[config.mk]
export PLATFORM = sky130hd
export DESIGN_NAME = julia_escape_time
export DESIGN_NICKNAME = d
export VERILOG_FILES = /design/src/rtl/jet_pkg.sv /design/src/rtl/jet_mul.sv /design/src/rtl/julia_escape_time.sv
export SDC_FILE = /design/constraint.sdc
export NUM_CORES = 2
export LEC_CHECK = 0
export ABC_AREA = 1
export BUFFER_PORTS_ARGS = -buffer_cell sky130_fd_sc_hd__buf_2
export CAP_MARGIN = 10
export CORE_ASPECT_RATIO = 1.25
export CORE_MARGIN = 5
export CORE_UTILIZATION = 35
export CTS_BUF_LIST = sky130_fd_sc_hd__clkbuf_2 sky130_fd_sc_hd__clkbuf_4 sky130_fd_sc_hd__clkbuf_8
export CTS_CLUSTER_DIAMETER = 60
export CTS_CLUSTER_SIZE = 24
export DETAILED_ROUTE_END_ITERATION = 8
export HOLD_SLACK_MARGIN = 0.15
export SLEW_MARGIN = 20
export SYNTH_ARGS = -nofsm -noshare
export SYNTH_HDL_FRONTEND = slang
export SYNTH_HIERARCHICAL = 1
export SYNTH_SLANG_ARGS = --single-unit
[constraint.sdc]
create_clock -name clock -period 24 [get_ports clock]
set_input_delay 3.6 -clock clock [delete_from_list [all_inputs] [get_ports clock]]
set_output_delay 3.6 -clock clock [all_outputs]
set_load 0.02 [all_outputs]
[src/rtl/jet_pkg.sv]
// jet_pkg: widths, fixed-point formats, register indexes and reset values
// for the julia escape-time block; no dependencies

package jet_pkg;

   localparam int DATA_WIDTH    = 32;
   localparam int FRACTION_BITS = 28;
   localparam int PROD_W        = 2 * DATA_WIDTH;
   localparam int CFG_W         = 30;
   localparam int LIMIT_W       = 16;
   localparam int COUNT_W       = 17;
   localparam int INDEX_W       = 2;

   typedef logic signed [DATA_WIDTH-1:0] data_type;
   typedef logic signed [PROD_W-1:0]     prod_type;
   typedef logic        [CFG_W-1:0]      cfg_type;
   typedef logic        [LIMIT_W-1:0]    limit_type;
   typedef logic        [COUNT_W-1:0]    count_type;
   typedef logic        [INDEX_W-1:0]    index_type;

   // register indexes on the csr port
   localparam index_type REG_C_REAL = INDEX_W'(0);
   localparam index_type REG_C_IMAG = INDEX_W'(1);
   localparam index_type REG_LIMIT  = INDEX_W'(2);

   // reset values: -0.8, 0.156 in Q2.28, limit 255
   localparam cfg_type   C_REAL_RESET = cfg_type'(-214748365);
   localparam cfg_type   C_IMAG_RESET = cfg_type'(41875931);
   localparam limit_type LIMIT_RESET  = limit_type'(255);

   // escape radius squared: 4.0 with twice the fraction bits
   localparam logic [PROD_W-1:0] NORM_LIMIT = PROD_W'(4) << (2 * FRACTION_BITS);

   // sign extend a configuration-width value to the datapath width
   function automatic data_type sext_cfg(input cfg_type v);
      sext_cfg = {{(DATA_WIDTH-CFG_W){v[CFG_W-1]}}, v};
   endfunction

endpackage

[src/rtl/jet_mul.sv]
// jet_mul: shared signed multiplier with registered product
// depends on jet_pkg for the datapath and product widths

module jet_mul (
   input  logic              clock,
   input  jet_pkg::data_type mul_a,
   input  jet_pkg::data_type mul_b,
   output jet_pkg::prod_type product
);

   jet_pkg::prod_type product_ff;
   jet_pkg::prod_type product_in;

   assign product_in = jet_pkg::prod_type'(mul_a) * jet_pkg::prod_type'(mul_b);

   always_ff @(posedge clock) begin
      product_ff <= product_in;
   end

   assign product = product_ff;

endmodule

[src/rtl/julia_escape_time.sv]
// julia_escape_time: top level, sequencer, configuration registers and result register
// depends on jet_pkg and jet_mul
//
// usage
//  - req channel: one starting point (start_real, start_imag, signed Q2.28) per
//    transaction; req_ready is high only while the sequencer is idle
//  - rsp channel: one iteration_count per transaction: 0 if the point starts
//    outside radius 2, k if it escapes after k steps, limit+1 if the limit ends it
//  - csr port: c_real, c_imag, iteration_limit written with csr_we; write only
//    while idle, unknown indexes are ignored
//  - each pass through the loop runs on the one shared multiplier through the
//    states x*x, y*y, x*y and update; the result of a point goes to the output
//    register from the hold state, and the block takes the next point only
//    after it has returned to idle, so points are not overlapped
//  - the result sits in an output register, so the next point can be accepted
//    while the previous result waits; if the receiver stalls and the next point
//    finishes too, the sequencer holds until the output register frees
//  - reset (synchronous, active high) returns to idle, drops any pending result
//    and restores the constant -0.8 + 0.156i and a limit of 255

module julia_escape_time (
   input  logic                clock,
   input  logic                reset,
   // input points
   input  logic                req_valid,
   output logic                req_ready,
   input  jet_pkg::cfg_type    req_start_real,
   input  jet_pkg::cfg_type    req_start_imag,
   // results
   output logic                rsp_valid,
   input  logic                rsp_ready,
   output jet_pkg::count_type  rsp_iteration_count,
   // configuration
   input  logic                csr_we,
   input  jet_pkg::index_type  csr_index,
   input  jet_pkg::cfg_type    csr_wdata
);

   localparam int LO_RE = jet_pkg::FRACTION_BITS;
   localparam int HI_RE = jet_pkg::FRACTION_BITS + jet_pkg::DATA_WIDTH - 1;
   localparam int LO_IM = jet_pkg::FRACTION_BITS - 1;
   localparam int HI_IM = jet_pkg::FRACTION_BITS + jet_pkg::DATA_WIDTH - 2;

   // sequencer codes
   localparam logic [2:0] ST_IDLE = 3'd0;
   localparam logic [2:0] ST_XX   = 3'd1;   // multiply x*x
   localparam logic [2:0] ST_YY   = 3'd2;   // multiply y*y, capture x*x
   localparam logic [2:0] ST_XY   = 3'd3;   // multiply x*y, test norm
   localparam logic [2:0] ST_UPD  = 3'd4;   // form the new point
   localparam logic [2:0] ST_HOLD = 3'd5;   // wait for the output register

   logic [2:0]           state_ff,     state_in;
   jet_pkg::cfg_type     c_real_ff,    c_real_in;
   jet_pkg::cfg_type     c_imag_ff,    c_imag_in;
   jet_pkg::limit_type   limit_ff,     limit_in;
   jet_pkg::data_type    x_ff,         x_in;
   jet_pkg::data_type    y_ff,         y_in;
   jet_pkg::prod_type    xx_ff,        xx_in;
   jet_pkg::prod_type    diff_ff,      diff_in;
   jet_pkg::count_type   count_ff,     count_in;
   logic                 rsp_valid_ff, rsp_valid_in;
   jet_pkg::count_type   rsp_count_ff, rsp_count_in;

   jet_pkg::data_type    mul_a;
   jet_pkg::data_type    mul_b;
   jet_pkg::prod_type    product;
   logic [jet_pkg::PROD_W-1:0] norm;
   logic                 out_free;

   jet_mul u_mul (
      .clock   (clock),
      .mul_a   (mul_a),
      .mul_b   (mul_b),
      .product (product)
   );

   // operand selection for the shared multiplier
   always_comb begin
      case (state_ff)
         ST_XX: begin
            mul_a = x_ff;
            mul_b = x_ff;
         end
         ST_YY: begin
            mul_a = y_ff;
            mul_b = y_ff;
         end
         default: begin
            mul_a = x_ff;
            mul_b = y_ff;
         end
      endcase
   end

   // squared norm from x*x (held) and y*y (fresh product); both are non-negative
   assign norm     = jet_pkg::PROD_W'(xx_ff) + jet_pkg::PROD_W'(product);
   assign out_free = !rsp_valid_ff || rsp_ready;

   always_comb begin
      state_in     = state_ff;
      c_real_in    = c_real_ff;
      c_imag_in    = c_imag_ff;
      limit_in     = limit_ff;
      x_in         = x_ff;
      y_in         = y_ff;
      xx_in        = xx_ff;
      diff_in      = diff_ff;
      count_in     = count_ff;
      rsp_valid_in = rsp_valid_ff;
      rsp_count_in = rsp_count_ff;

      // configuration writes
      if (csr_we) begin
         case (csr_index)
            jet_pkg::REG_C_REAL: c_real_in = csr_wdata;
            jet_pkg::REG_C_IMAG: c_imag_in = csr_wdata;
            jet_pkg::REG_LIMIT:  limit_in  = csr_wdata[jet_pkg::LIMIT_W-1:0];
            default: ;
         endcase
      end

      // result taken by the receiver
      if (rsp_valid_ff && rsp_ready) begin
         rsp_valid_in = 1'b0;
      end

      case (state_ff)
         ST_IDLE: begin
            if (req_valid) begin
               x_in     = jet_pkg::sext_cfg(req_start_real);
               y_in     = jet_pkg::sext_cfg(req_start_imag);
               count_in = '0;
               state_in = ST_XX;
            end
         end
         ST_XX: begin
            state_in = ST_YY;
         end
         ST_YY: begin
            xx_in    = product;
            state_in = ST_XY;
         end
         ST_XY: begin
            diff_in = xx_ff - product;
            if (norm > jet_pkg::NORM_LIMIT) begin
               // escaped: count stands as it is
               state_in = ST_HOLD;
            end else begin
               count_in = count_ff + jet_pkg::COUNT_W'(1);
               if (count_ff < jet_pkg::COUNT_W'(limit_ff)) begin
                  state_in = ST_UPD;
               end else begin
                  state_in = ST_HOLD;
               end
            end
         end
         ST_UPD: begin
            // floor shift then wrap to the datapath width, plus the constant
            x_in     = diff_ff[HI_RE:LO_RE] + jet_pkg::sext_cfg(c_real_ff);
            y_in     = product[HI_IM:LO_IM] + jet_pkg::sext_cfg(c_imag_ff);
            state_in = ST_XX;
         end
         ST_HOLD: begin
            if (out_free) begin
               rsp_valid_in = 1'b1;
               rsp_count_in = count_ff;
               state_in     = ST_IDLE;
            end
         end
         default: begin
            state_in = ST_IDLE;
         end
      endcase
   end

   always_ff @(posedge clock) begin
      if (reset) begin
         state_ff     <= ST_IDLE;
         rsp_valid_ff <= 1'b0;
         c_real_ff    <= jet_pkg::C_REAL_RESET;
         c_imag_ff    <= jet_pkg::C_IMAG_RESET;
         limit_ff     <= jet_pkg::LIMIT_RESET;
      end else begin
         state_ff     <= state_in;
         rsp_valid_ff <= rsp_valid_in;
         c_real_ff    <= c_real_in;
         c_imag_ff    <= c_imag_in;
         limit_ff     <= limit_in;
      end
   end

   // datapath registers, no reset needed
   always_ff @(posedge clock) begin
      x_ff         <= x_in;
      y_ff         <= y_in;
      xx_ff        <= xx_in;
      diff_ff      <= diff_in;
      count_ff     <= count_in;
      rsp_count_ff <= rsp_count_in;
   end

   assign req_ready           = (state_ff == ST_IDLE);
   assign rsp_valid           = rsp_valid_ff;
   assign rsp_iteration_count = rsp_count_ff;

endmodule

==> flow_summary.json <==
{
  "vias": 53600,
  "path_common_cell": "fa_1",
  "rrSetupSlack_ns": 14.43,
  "syn-num-nets": 10300,
  "cts_sinks": 338,
  "grt_max_degree": 101,
  "path_depth": 29,
  "worst_pin_slew_ns": 1.16,
  "die_h_um": 490,
  "fin_crit_ns": 9.57,
  "tritoncts": "done",
  "synth_edf_count": 194,
  "post_cts_resized": 0,
  "multi_input_area_mm2": 0.0460,
  "htree_levels": 2,
  "max_stage_delay_ns": 0.80,
  "final_area_mm2": 0.0688,
  "ant_nets": 0,
  "wirelength_mm": 217,
  "io_pins": 116,
  "crit_fanout": 65,
  "grt_pass1_vias": 56200,
  "coreArea_mm2": 0.184,
  "worst-path-buf-inv": 9,
  "insertion_delay_ns": 0.72,
  "pre_cts_slack_ns": 14.46,
  "viasPerCell": 4.83,
  "synth_largest_area_cell": "fa_1",
  "max-cap-violations": 0,
  "max_slew_margin_pct": 22.1,
  "cpLargestDelayFamily": "adder cells",
  "first_pass_iters": 7,
  "hold_buffers": 0,
  "synth_cells": 8717,
  "clk_path_buf_depth": 3,
  "crit_path_start_kind": "flop",
  "required_ns": 24.51,
  "synth.top_cell.area_share_pct": 33.7,
  "async_reset_ff_share_pct": 0,
  "place_congestion": 0.987,
  "hold_depth": 2,
  "arrival_ns": 10.08,
  "start_util_pct": 35.1,
  "syn_area_per_cell_um2": 7.40,
  "timing.final.ws_setup_ns": 14.43,
  "ys.flop_type": "edfxtp_1",
  "hold_viol": 0,
  "first_iter_violations": 3556,
  "cts_setup_buffers": 0,
  "portBuffers": 115,
  "drc_errors": 0,
  "drive_gt1_share_pct": 6.46,
  "outcome": "complete, no violations",
  "regArea_mm2": 0.00871,
  "rsz0062_at_grt": "false",
  "ys_seq_area_share_pct": 13.5,
  "critPathLaunch": "state_ff[1]",
  "clk_pin_slew_ns": 0.14,
  "period_share_pct": 39.9,
  "grt_pass1_wl_mm": 334,
  "n_fill_cell": 19400,
  "wire_per_inst_um": 19.5,
  "grt_usage_pct": 22.4,
  "worst-r2r-cell-count": 29,
  "synth.distinct_cells": 62,
  "dp_hpwl_mm": 181,
  "setup_viol": 0,
  "antenna_found_initial": 20,
  "final_cell_mix": "nand2_1 (2503), inv_1 (2345), fa_1 (1085)",
  "place_area_mm2": 0.0679,
  "rows": 176,
  "fin_nets": 10200,
  "clock_skew_ns": 0.0976,
  "slew_viol_final": 0,
  "tns_ns": 0,
  "netlist_area_mm2": 0.0645,
  "layout_commonest_cell": "nand2_1",
  "hold_end": "limit_ff[14]",
  "hp-class": "flop to flop",
  "cp_slowest_cell": "buf_4",
  "r2r-end": "u_mul/product[41]",
  "die-width_um": 394,
  "area_growth_pct": 6.75,
  "grt-ovfl-total": 0,
  "ys_warn_count": 6,
  "yosys-top-cells-area": "fa_1 (34%), nand2_1 (15%), inv_1 (14%)",
  "crit_type": "flop to flop",
  "ys_seq_elements": 338,
  "max_freq_ghz": 0.104,
  "die-area_mm2": 0.193,
  "timing.rr.start": "state_ff[1]",
  "end_kind": "flop",
  "numCtsBuffers": 35,
  "root_buffer": "clkbuf_8",
  "worstHoldStart": "limit_ff[14]"
}
registers in the layout (all words and copies together) (netlist names):
| signal | count |
|---|---|
| u_mul/product | 64 |
| xx_ff | 64 |
| diff_ff | 32 |
| x_ff | 32 |
| y_ff | 32 |
| c_imag_ff | 30 |
| c_real_ff | 30 |
| count_ff | 17 |
| rsp_iteration_count | 17 |
| limit_ff | 16 |
| state_ff | 3 |
| rsp_valid | 1 |
cell usage after synthesis, types with 5 or more instances:
library cell     n
a21oi_2          5
nor2_1         411
ha_1           384
a221oi_1         5
inv_1         2346
xor2_1          88
nand4_1         57
o21a_1          16
nand2_1       2503
a21o_1          12
inv_2           37
nand3b_1        10
buf_4           23
fa_1          1085
buf_6            5
o21ai_0        237
nor2_2          64
clkbuf_1       238
o21ai_1         17
nor2_4          22
or2_2           14
o211ai_1        18
clkinv_1        15
a21oi_1        271
buf_2           17
nor3_1          28
xnor2_1         39
nand3_2         17
o21bai_1        19
o31ai_1          8
nand3_1        196
a31oi_1         47
nand2_2         41
dfxtp_1        144
a21boi_0        12
nor4_1          12
edfxtp_1       194
nor3_2          13
routing by layer:
metal	track usage (%)	vias up	part of all wire, %
met5	0	-	0.033
met4	8.96	14	5.0
met3	2.33	372	5.1
met2	40.7	1481	50
met1	27.4	26400	40
li1	-	25300	-
worst max path at each step:
| stage | end | slack [ns] |
|---|---|---|
| 6_report | u_mul/product[41] | 14.43 |
| 5_1_grt | u_mul/product[60] | 13.82 |
| 4_1_cts | u_mul/product[62] | 14.40 |
| 3_5_place_dp | u_mul/product[61] | 14.46 |
| 3_3_place_gp | u_mul/product[61] | 14.53 |
| 2_1_floorplan | u_mul/product[58] | 14.71 |
per-stage QoR:
stage | std cells | hold slack [ns] | util (%)
2_1_floorplan | 8717 | 0.412 | -
3_3_place_gp | 11000 | 0.444 | 37.0
3_5_place_dp | 11000 | 0.451 | 37.0
4_1_cts | 11100 | 0.473 | 37.5
5_1_grt | 11100 | 0.497 | 37.5
6_report | 11100 | 0.469 | 37.5
layout make-up:
type	count	share of cell area (%)
clock inverter	27	0.651
antenna	8	0.0291
timing repair buffer	196	1.72
sequential	338	12.7
clock buffer	37	0.731
inverter	2398	13.1
tap	2403	4.37
multi-input combinational	5697	66.8
worst register-to-register path, delay by kind of cell, from the launching register on:
kind	cells	cell delay (ns)
DFF	1	0.39
and+or+nand+nor	9	1.63
AOI/OAI and AO/OA	1	0.09
xor gates and xnor gates	1	0.34
buffers and inverters	9	2.49
adders and majority gates	9	4.48
cell families after synthesis:
kind of cell | count (synthesis) | synth area share, %
and+or+nand+nor | 3409 | 21.8
AOI/OAI and AO/OA | 692 | 6.02
xor gates and xnor gates | 127 | 1.72
buffers and inverters | 2682 | 15.8
DFF | 338 | 13.5
adders and majority gates | 1469 | 41.1
Power is left out: the tool's default activity adds up to more than one toggle a clock period on the data nets, which glitch-free logic cannot reach.
